**config.mk**
```make
export PLATFORM = sky130hd
export DESIGN_NAME = selectable_vector_distance
export DESIGN_NICKNAME = d
export VERILOG_FILES = /design/src/sv/sdist_pkg.sv /design/src/sv/sdist_front.sv /design/src/sv/sdist_fifo.sv /design/src/sv/sdist_back.sv /design/src/sv/selectable_vector_distance.sv
export SDC_FILE = /design/constraint.sdc
export NUM_CORES = 1
export LEC_CHECK = 0
export BUFFER_PORTS_ARGS = -buffer_cell sky130_fd_sc_hd__buf_2
export CAP_MARGIN = 10
export CELL_PAD_IN_SITES_DETAIL_PLACEMENT = 1
export CELL_PAD_IN_SITES_GLOBAL_PLACEMENT = 1
export CORE_MARGIN = 2
export CORE_UTILIZATION = 25
export DETAILED_ROUTE_END_ITERATION = 16
export PLACE_DENSITY = 0.5
export SLEW_MARGIN = 25
export SYNTH_ARGS = -nofsm -noshare
export SYNTH_HDL_FRONTEND = slang
export SYNTH_HIERARCHICAL = 1
export SYNTH_SLANG_ARGS = --single-unit
```
**constraint.sdc**
```tcl
create_clock -name clk_i -period 23.3 [get_ports clk_i]
set_input_delay 4.66 -clock clk_i [delete_from_list [all_inputs] [get_ports clk_i]]
set_output_delay 4.66 -clock clk_i [all_outputs]
set_load 0.03 [all_outputs]
```
**src/sv/sdist_pkg.sv**
```systemverilog
// Shared constants, queue entry type and a saturation helper for the selectable vector distance block.
// No dependencies; every other file imports this package.
`timescale 1ns / 1ps

package sdist_pkg;

  localparam int MAX_DIM      = 1024;
  localparam int COORD_BITS   = 16;
  localparam int DIFF_BITS    = COORD_BITS;
  localparam int SQ_BITS      = 2 * DIFF_BITS;
  localparam int ACC_BITS     = 42;
  localparam int DIST_BITS    = 26;
  localparam int LEN_BITS     = 11;
  localparam int METRIC_BITS  = 2;
  localparam int CFG_IDX_BITS = 1;
  localparam int FIFO_DEPTH   = 2;
  localparam int FIFO_AW      = 1;

  // Register indexes of the configuration port
  localparam logic [CFG_IDX_BITS-1:0] CFG_METRIC = 1'd0;
  localparam logic [CFG_IDX_BITS-1:0] CFG_LENGTH = 1'd1;

  // Metric codes; the unused code behaves as the maximum
  localparam logic [METRIC_BITS-1:0] METRIC_L1   = 2'd0;
  localparam logic [METRIC_BITS-1:0] METRIC_L2   = 2'd1;
  localparam logic [METRIC_BITS-1:0] METRIC_LINF = 2'd2;

  // One classified pair, as handed from the front end to the back end
  typedef struct packed {
    logic [SQ_BITS-1:0] val;
    logic               is_max;
    logic               is_l2;
    logic               last;
  } sdist_entry_t;

  function automatic logic [DIST_BITS-1:0] sat_dist(input logic [ACC_BITS-1:0] v);
    logic [DIST_BITS-1:0] r;
    if (|v[ACC_BITS-1:DIST_BITS]) begin
      r = '1;
    end else begin
      r = v[DIST_BITS-1:0];
    end
    return r;
  endfunction

endpackage

```
**src/sv/sdist_front.sv**
```systemverilog
// Front end: takes coordinate pairs, forms |a-b| or its square, marks the last pair.
// Depends on sdist_pkg.
`timescale 1ns / 1ps

module sdist_front import sdist_pkg::*; (
  input  logic                   clk_i,
  input  logic                   rst_ni,
  input  logic                   in_valid_i,
  output logic                   in_stall_o,
  input  logic [COORD_BITS-1:0]  coord_a_i,
  input  logic [COORD_BITS-1:0]  coord_b_i,
  input  logic [METRIC_BITS-1:0] metric_i,
  input  logic [LEN_BITS-1:0]    length_i,
  input  logic                   full_i,
  output logic                   push_o,
  output sdist_entry_t           entry_o
);

  logic [LEN_BITS-1:0]   pair_cnt_q, pair_cnt_d;
  logic [LEN_BITS-1:0]   len_eff;
  logic [LEN_BITS:0]     cnt_inc;
  logic [COORD_BITS:0]   diff;
  logic [COORD_BITS:0]   mag;
  logic [DIFF_BITS-1:0]  ad;
  logic [SQ_BITS-1:0]    sq;
  logic                  is_l2;
  logic                  is_max;
  logic                  last;

  assign in_stall_o = full_i;
  assign push_o     = in_valid_i && !full_i;

  always_comb begin
    diff = {coord_a_i[COORD_BITS-1], coord_a_i} - {coord_b_i[COORD_BITS-1], coord_b_i};
    mag  = diff[COORD_BITS] ? (~diff + 1'b1) : diff;
    ad   = mag[DIFF_BITS-1:0];
    sq   = SQ_BITS'(ad) * SQ_BITS'(ad);
  end

  assign is_l2  = (metric_i == METRIC_L2);
  assign is_max = (metric_i != METRIC_L1) && !is_l2;

  // clamp length into 1..MAX_DIM
  always_comb begin
    if (length_i == '0) begin
      len_eff = LEN_BITS'(1);
    end else if (length_i > LEN_BITS'(MAX_DIM)) begin
      len_eff = LEN_BITS'(MAX_DIM);
    end else begin
      len_eff = length_i;
    end
  end

  assign cnt_inc = {1'b0, pair_cnt_q} + 1'b1;
  assign last    = (cnt_inc >= {1'b0, len_eff});

  always_comb begin
    entry_o.val    = is_l2 ? sq : SQ_BITS'(ad);
    entry_o.is_max = is_max;
    entry_o.is_l2  = is_l2;
    entry_o.last   = last;
  end

  always_comb begin
    pair_cnt_d = pair_cnt_q;
    if (push_o) begin
      pair_cnt_d = last ? '0 : cnt_inc[LEN_BITS-1:0];
    end
  end

  always_ff @(posedge clk_i or negedge rst_ni) begin
    if (!rst_ni) begin
      pair_cnt_q <= '0;
    end else begin
      pair_cnt_q <= pair_cnt_d;
    end
  end

endmodule

```
**src/sv/sdist_fifo.sv**
```systemverilog
// Short queue of classified pairs between the front end and the back end.
// Depends on sdist_pkg.
`timescale 1ns / 1ps

module sdist_fifo import sdist_pkg::*; (
  input  logic         clk_i,
  input  logic         rst_ni,
  input  logic         push_i,
  input  sdist_entry_t entry_i,
  input  logic         pop_i,
  output logic         full_o,
  output logic         valid_o,
  output sdist_entry_t entry_o
);

  sdist_entry_t         mem_q [FIFO_DEPTH];
  logic [FIFO_AW-1:0]   wr_ptr_q, wr_ptr_d;
  logic [FIFO_AW-1:0]   rd_ptr_q, rd_ptr_d;
  logic [FIFO_AW:0]     count_q, count_d;

  assign full_o  = (count_q == (FIFO_AW+1)'(FIFO_DEPTH));
  assign valid_o = (count_q != '0);
  assign entry_o = mem_q[rd_ptr_q];

  always_comb begin
    wr_ptr_d = wr_ptr_q;
    rd_ptr_d = rd_ptr_q;
    count_d  = count_q;
    if (push_i) begin
      wr_ptr_d = wr_ptr_q + 1'b1;
    end
    if (pop_i) begin
      rd_ptr_d = rd_ptr_q + 1'b1;
    end
    if (push_i && !pop_i) begin
      count_d = count_q + 1'b1;
    end else if (pop_i && !push_i) begin
      count_d = count_q - 1'b1;
    end
  end

  always_ff @(posedge clk_i) begin
    if (push_i) begin
      mem_q[wr_ptr_q] <= entry_i;
    end
  end

  always_ff @(posedge clk_i or negedge rst_ni) begin
    if (!rst_ni) begin
      wr_ptr_q <= '0;
      rd_ptr_q <= '0;
      count_q  <= '0;
    end else begin
      wr_ptr_q <= wr_ptr_d;
      rd_ptr_q <= rd_ptr_d;
      count_q  <= count_d;
    end
  end

endmodule

```
**src/sv/sdist_back.sv**
```systemverilog
// Back end: accumulates sum or maximum, runs the bit-serial square root, holds the result.
// Depends on sdist_pkg.
`timescale 1ns / 1ps

module sdist_back import sdist_pkg::*; (
  input  logic                 clk_i,
  input  logic                 rst_ni,
  input  logic                 valid_i,
  input  sdist_entry_t         entry_i,
  output logic                 pop_o,
  output logic                 out_valid_o,
  input  logic                 out_stall_i,
  output logic [DIST_BITS-1:0] distance_o
);

  localparam logic ST_ACC  = 1'b0;
  localparam logic ST_ROOT = 1'b1;

  logic                 state_q, state_d;
  logic [ACC_BITS-1:0]  acc_q, acc_d;
  logic [ACC_BITS-1:0]  rad_q, rad_d;
  logic [ACC_BITS-1:0]  res_q, res_d;
  logic [ACC_BITS-1:0]  bit_q, bit_d;
  logic [DIST_BITS-1:0] dist_q, dist_d;
  logic                 out_valid_q, out_valid_d;

  logic                 out_free;
  logic                 load_out;
  logic [ACC_BITS:0]    acc_sum;
  logic [ACC_BITS-1:0]  acc_add;
  logic [ACC_BITS-1:0]  val_ext;
  logic [ACC_BITS-1:0]  acc_max;
  logic [ACC_BITS-1:0]  acc_next;
  logic [ACC_BITS:0]    trial;

  assign out_free = !out_valid_q || !out_stall_i;

  always_comb begin
    val_ext  = ACC_BITS'(entry_i.val);
    acc_sum  = {1'b0, acc_q} + {1'b0, val_ext};
    acc_add  = acc_sum[ACC_BITS] ? '1 : acc_sum[ACC_BITS-1:0];
    acc_max  = (val_ext > acc_q) ? val_ext : acc_q;
    acc_next = entry_i.is_max ? acc_max : acc_add;
    trial    = {1'b0, res_q} + {1'b0, bit_q};
  end

  always_comb begin
    state_d  = state_q;
    acc_d    = acc_q;
    rad_d    = rad_q;
    res_d    = res_q;
    bit_d    = bit_q;
    dist_d   = dist_q;
    pop_o    = 1'b0;
    load_out = 1'b0;
    case (state_q)
      ST_ACC: begin
        // a last pair that finishes L1 or maximum needs the output register
        if (valid_i && (!entry_i.last || entry_i.is_l2 || out_free)) begin
          pop_o = 1'b1;
          if (entry_i.last) begin
            acc_d = '0;
            if (entry_i.is_l2) begin
              rad_d   = acc_next;
              res_d   = '0;
              bit_d   = ACC_BITS'(1) << (ACC_BITS - 2);
              state_d = ST_ROOT;
            end else begin
              load_out = 1'b1;
              dist_d   = sat_dist(acc_next);
            end
          end else begin
            acc_d = acc_next;
          end
        end
      end
      ST_ROOT: begin
        if (bit_q != '0) begin
          if ({1'b0, rad_q} >= trial) begin
            rad_d = rad_q - trial[ACC_BITS-1:0];
            res_d = (res_q >> 1) + bit_q;
          end else begin
            res_d = res_q >> 1;
          end
          bit_d = bit_q >> 2;
        end else if (out_free) begin
          load_out = 1'b1;
          dist_d   = sat_dist(res_q);
          state_d  = ST_ACC;
        end
      end
      default: begin
        state_d = ST_ACC;
      end
    endcase
  end

  always_comb begin
    out_valid_d = out_valid_q;
    if (load_out) begin
      out_valid_d = 1'b1;
    end else if (out_valid_q && !out_stall_i) begin
      out_valid_d = 1'b0;
    end
  end

  assign out_valid_o = out_valid_q;
  assign distance_o  = dist_q;

  always_ff @(posedge clk_i) begin
    rad_q  <= rad_d;
    res_q  <= res_d;
    bit_q  <= bit_d;
    dist_q <= dist_d;
  end

  always_ff @(posedge clk_i or negedge rst_ni) begin
    if (!rst_ni) begin
      state_q     <= ST_ACC;
      acc_q       <= '0;
      out_valid_q <= 1'b0;
    end else begin
      state_q     <= state_d;
      acc_q       <= acc_d;
      out_valid_q <= out_valid_d;
    end
  end

endmodule

```
**src/sv/selectable_vector_distance.sv**
```systemverilog
// Top level of the selectable vector distance block: configuration registers and wiring.
// Depends on sdist_pkg, sdist_front, sdist_fifo and sdist_back.
`timescale 1ns / 1ps

// Streams one signed Q8.8 coordinate pair per cycle while in_stall_o is low and
// returns one unsigned Q18.8 distance per vector; the length register sets the pairs
// per vector (0 counts as 1, above 1024 as 1024). The metric register picks L1 (0),
// Euclidean with floored square root (1) or the largest absolute difference (2, and 3).
// Pairs are taken at one per cycle through a two-entry queue while it is not full; an
// L1 or maximum result is loaded into the output register when the last pair is popped
// and that register is free. An L2 result is formed in the bit-serial square root, one
// result bit per cycle, during which the back end takes no pairs. Write the configuration
// only while no vector result is outstanding.
module selectable_vector_distance import sdist_pkg::*; (
  input  logic                    clk_i,
  input  logic                    rst_ni,
  input  logic                    cfg_we_i,
  input  logic [CFG_IDX_BITS-1:0] cfg_index_i,
  input  logic [LEN_BITS-1:0]     cfg_data_i,
  input  logic                    in_valid_i,
  output logic                    in_stall_o,
  input  logic [COORD_BITS-1:0]   coord_a_i,
  input  logic [COORD_BITS-1:0]   coord_b_i,
  output logic                    out_valid_o,
  input  logic                    out_stall_i,
  output logic [DIST_BITS-1:0]    distance_o
);

  logic [METRIC_BITS-1:0] metric_q, metric_d;
  logic [LEN_BITS-1:0]    length_q, length_d;

  logic         push;
  logic         pop;
  logic         full;
  logic         q_valid;
  sdist_entry_t push_entry;
  sdist_entry_t pop_entry;

  always_comb begin
    metric_d = metric_q;
    length_d = length_q;
    if (cfg_we_i) begin
      case (cfg_index_i)
        CFG_METRIC: metric_d = cfg_data_i[METRIC_BITS-1:0];
        CFG_LENGTH: length_d = cfg_data_i;
        default: begin
          metric_d = metric_q;
        end
      endcase
    end
  end

  always_ff @(posedge clk_i or negedge rst_ni) begin
    if (!rst_ni) begin
      metric_q <= METRIC_L1;
      length_q <= LEN_BITS'(1);
    end else begin
      metric_q <= metric_d;
      length_q <= length_d;
    end
  end

  sdist_front u_front (
    .clk_i      (clk_i),
    .rst_ni     (rst_ni),
    .in_valid_i (in_valid_i),
    .in_stall_o (in_stall_o),
    .coord_a_i  (coord_a_i),
    .coord_b_i  (coord_b_i),
    .metric_i   (metric_q),
    .length_i   (length_q),
    .full_i     (full),
    .push_o     (push),
    .entry_o    (push_entry)
  );

  sdist_fifo u_fifo (
    .clk_i   (clk_i),
    .rst_ni  (rst_ni),
    .push_i  (push),
    .entry_i (push_entry),
    .pop_i   (pop),
    .full_o  (full),
    .valid_o (q_valid),
    .entry_o (pop_entry)
  );

  sdist_back u_back (
    .clk_i       (clk_i),
    .rst_ni      (rst_ni),
    .valid_i     (q_valid),
    .entry_i     (pop_entry),
    .pop_o       (pop),
    .out_valid_o (out_valid_o),
    .out_stall_i (out_stall_i),
    .distance_o  (distance_o)
  );

endmodule

```
==> run_results.csv <==
group,metric,value,unit
outcome,status,"completed",
route,drt-total-wl,89.9,mm
placement,place_area,30500,µm²
timing,slew_viol_final,0,
global_routing,antenna_found_initial,0,
clocking,cts_setup_buffers,0,
worst_setup_path,path_common_cell,"fa_1",
synthesis,ys.flop_type,"edfxtp_1",
synthesis,synth.avg_cell_area,9.08,µm²
flow_run,drv_cap,0,
clocking,cts_tree,"done",
worst_setup_path,startpoint_type,"input port",
route,drtIter0Drc,991,
synthesis,synth_area_leader_cell,"edfxtp_1",
global_routing,grt_pass1_wl,143,mm
synthesis,synth_area,28500,µm²
placement,dp_cells,4629,
synthesis,yosysSeqAreaShare,0.275,
global_routing,grt_max_degree,67,
timing,whs,0.483,ns
die,die_x,341,µm
clocking,cts-root-buf,"clkbuf_16",
layout,nets,3659,
route,routed_via_density,4.80,
clocking,clk_pin_slew,0.06,ns
layout,final_layout_size_suffix_gt1_frac,0.0922,
worst_setup_path,cp_slowest_cell,"xor2_1",
die,start_util,0.253,
synthesis,synthCells,3135,
timing,hold_viol_final,0,
layout,nFillCells,13200,
worst_setup_path,cpLargestDelayFamily,"adder cells",
route,post_drt_wl_per_cell,19.1,µm
route,drcViolationCount,0,
synthesis,yosys_warnings,6,
layout,seq_area,7840,µm²
clocking,cts_resized,0,
synthesis,yosys-top-cells-count,"inv_1, nor2_1, nand2_1",
global_routing,grt_pass1_vias,24500,
die,io_pins,77,
die,rows,123,
global_routing,grtUsageMet1,0.206,
clocking,clk_latency,0.60,ns
placement,hpwl,70.1,mm
global_routing,grt_usage,0.156,
synthesis,synth.top_cell.area_share,0.212,
die,die_h,341,µm
placement,port_buffers,76,
layout,multi_input_area,18800,µm²
timing,max_freq,70.9,MHz
layout,final-instance-count-excl-fill,4702,
route,detail-route-antenna-nets,0,
die,coreArea,113000,µm²
synthesis,syn-num-nets,3624,
clocking,htree_levels,2,
worst_setup_path,crit_path_end_kind,"flip-flop",
timing,fin_skew,0.0554,ns
worst_setup_path,cp.required,23.58,ns
global_routing,overflow,0,
worst_setup_path,arrival,14.39,ns
worst_setup_path,crit_type,"input port to flip-flop",
clocking,cts.sinks,273,
worst_setup_path,max_stage_delay,0.73,ns
die,dieArea,117000,µm²
clocking,clock_path_buffers,3,
layout,postLayoutCellArea,31800,µm²
clocking,numCtsBuffers,39,
worst_setup_path,crit_fanout,17,
synthesis,synth.most_common_cell,"inv_1",
timing,fin_setup_tns,0,ns
timing,worstMarginPinSlew,1.03,ns
global_routing,busiest_layer,"met2",
timing,post-route-min-period,14.11,ns
timing,setup_viol,0,
placement,place_congestion,0.824,
route,route.vias.total,22600,
worst_setup_path,critPathBufInv,8,
synthesis,synth_area_leaders,"edfxtp_1, ha_1, fa_1, dfrtp_1, inv_1",
synthesis,yosysUniqueCellTypes,106,
global_routing,met3_usage,0.0132,
timing,rsz0062_at_grt,"no",
synthesis,ys_async_sr_fraction,0.264,
synthesis,synth_edf_count,201,
layout,synthToLayoutAreaGrowth,11.7,%
timing,post-route-period-util,0.606,
global_routing,use_met2,0.275,
synthesis,ys_ff_latch,273,
timing,relSlewSlack,0.296,
min_path,min-delay-path-class,"flip-flop to flip-flop",
route,first_pass_iters,5,
clocking,hold_buffers,0,
[state kept, by name (all words and copies together) (netlist names), 2 cells and up]
name / flops
u_back/res_q: 42
u_back/rad_q: 42
u_back/distance_o: 26
u_back/bit_q: 21
length_q: 11
u_fifo/mem_q: 70
u_fifo/count_q: 2
u_front/pair_cnt_q: 11
metric_q: 2
u_back/acc_q: 42
[kinds of logic after synthesis]
kind of cell	after synthesis	synth area share
buffers and inverters	470	0.0660
adders and majority gates	440	0.237
and+or+nand+nor	932	0.157
AOI/OAI and AO/OA	759	0.175
xor gates and xnor gates	197	0.0618
DFF	273	0.275
muxes	64	0.0284
[worst register-to-register path, delay by kind of cell (launching register included)]
family                   cells  cell delay [ns]
XOR/XNOR                     1             0.17
AND/OR/NAND/NOR              6             1.67
adder cells (fa/ha/maj)      2             0.75
AO/OA/AOI/OAI               12             3.47
flip-flops                   1             0.49
buffers and inverters        2             0.76
[path summary, 6_finish.rpt]
check / from / cells past startpoint / to / slack, ns
min in group asynchronous: rst_ni / 1 / u_fifo/count_q[1] / 4.04
setup / recovery: coord_a_i[0] / 37 / u_fifo/mem_q[1][34] / 9.19
max in group asynchronous: rst_ni / 2 / u_fifo/rd_ptr_q / 18.15
hold / removal: u_fifo/count_q[1] / 1 / u_fifo/count_q[1] / 0.48
setup reg to reg: u_back/bit_q[2] / 23 / u_back/rad_q[13] / 15.54
hold reg to reg: u_fifo/count_q[1] / 1 / u_fifo/count_q[1] / 0.48
[cell type report]
type | count | share of cell area
multi-input combinational | 2392 | 0.592
sequential | 273 | 0.247
tap | 1500 | 0.0590
inverter | 351 | 0.0414
clock buffer | 51 | 0.0340
timing repair buffer | 113 | 0.0208
clock inverter | 20 | 0.00610
antenna | 2 | 0.000157
[stage by stage]
stage / worst slack (ns) / util
after floorplan: 10.22 / -
after global placement: 8.83 / 0.271
after detailed placement: 8.56 / 0.271
after CTS: 9.14 / 0.282
after global routing: 8.42 / 0.282
final: 9.19 / 0.282
[cells in the final DEF (no fill, tap or decap), types with 13 or more instances in the layout]
cell / Yosys / layout
xnor2_1: 98 / 97
inv_1: 343 / 342
or3_1: 19 / 19
clkbuf_16: 0 / 40
or4_1: 13 / 13
o31ai_1: 16 / 16
a31oi_1: 76 / 76
edfxtp_1: 201 / 201
nand2_1: 276 / 274
fa_1: 165 / 165
a21o_1: 59 / 59
nor3_1: 51 / 51
a21oi_1: 142 / 141
o21a_1: 27 / 27
o21ai_0: 186 / 183
mux2_4: 29 / 29
nor4_1: 17 / 16
and3_1: 17 / 17
nor2_1: 284 / 284
buf_4: 5 / 38
xor2_1: 96 / 96
a211oi_1: 27 / 27
o22ai_1: 36 / 35
or2_2: 16 / 16
a31o_2: 14 / 15
dfrtp_1: 71 / 69
nand3_1: 55 / 55
ha_1: 275 / 275
nand4_1: 18 / 18
o21bai_1: 32 / 32
nor2b_1: 38 / 37
buf_2: 6 / 75
and2_1: 32 / 31
nand2b_1: 58 / 58
mux2i_1: 16 / 16
o211ai_1: 24 / 24
[routing by layer]
layer / routed length [µm] / up-vias
met5: 0 / -
met4: 2030 / 0
met3: 1820 / 92
met2: 43800 / 212
met1: 42200 / 11200
li1: - / 11000
Power is not shown: default switching activity piles up to over one toggle a cycle in this logic, so the estimate is an artifact.
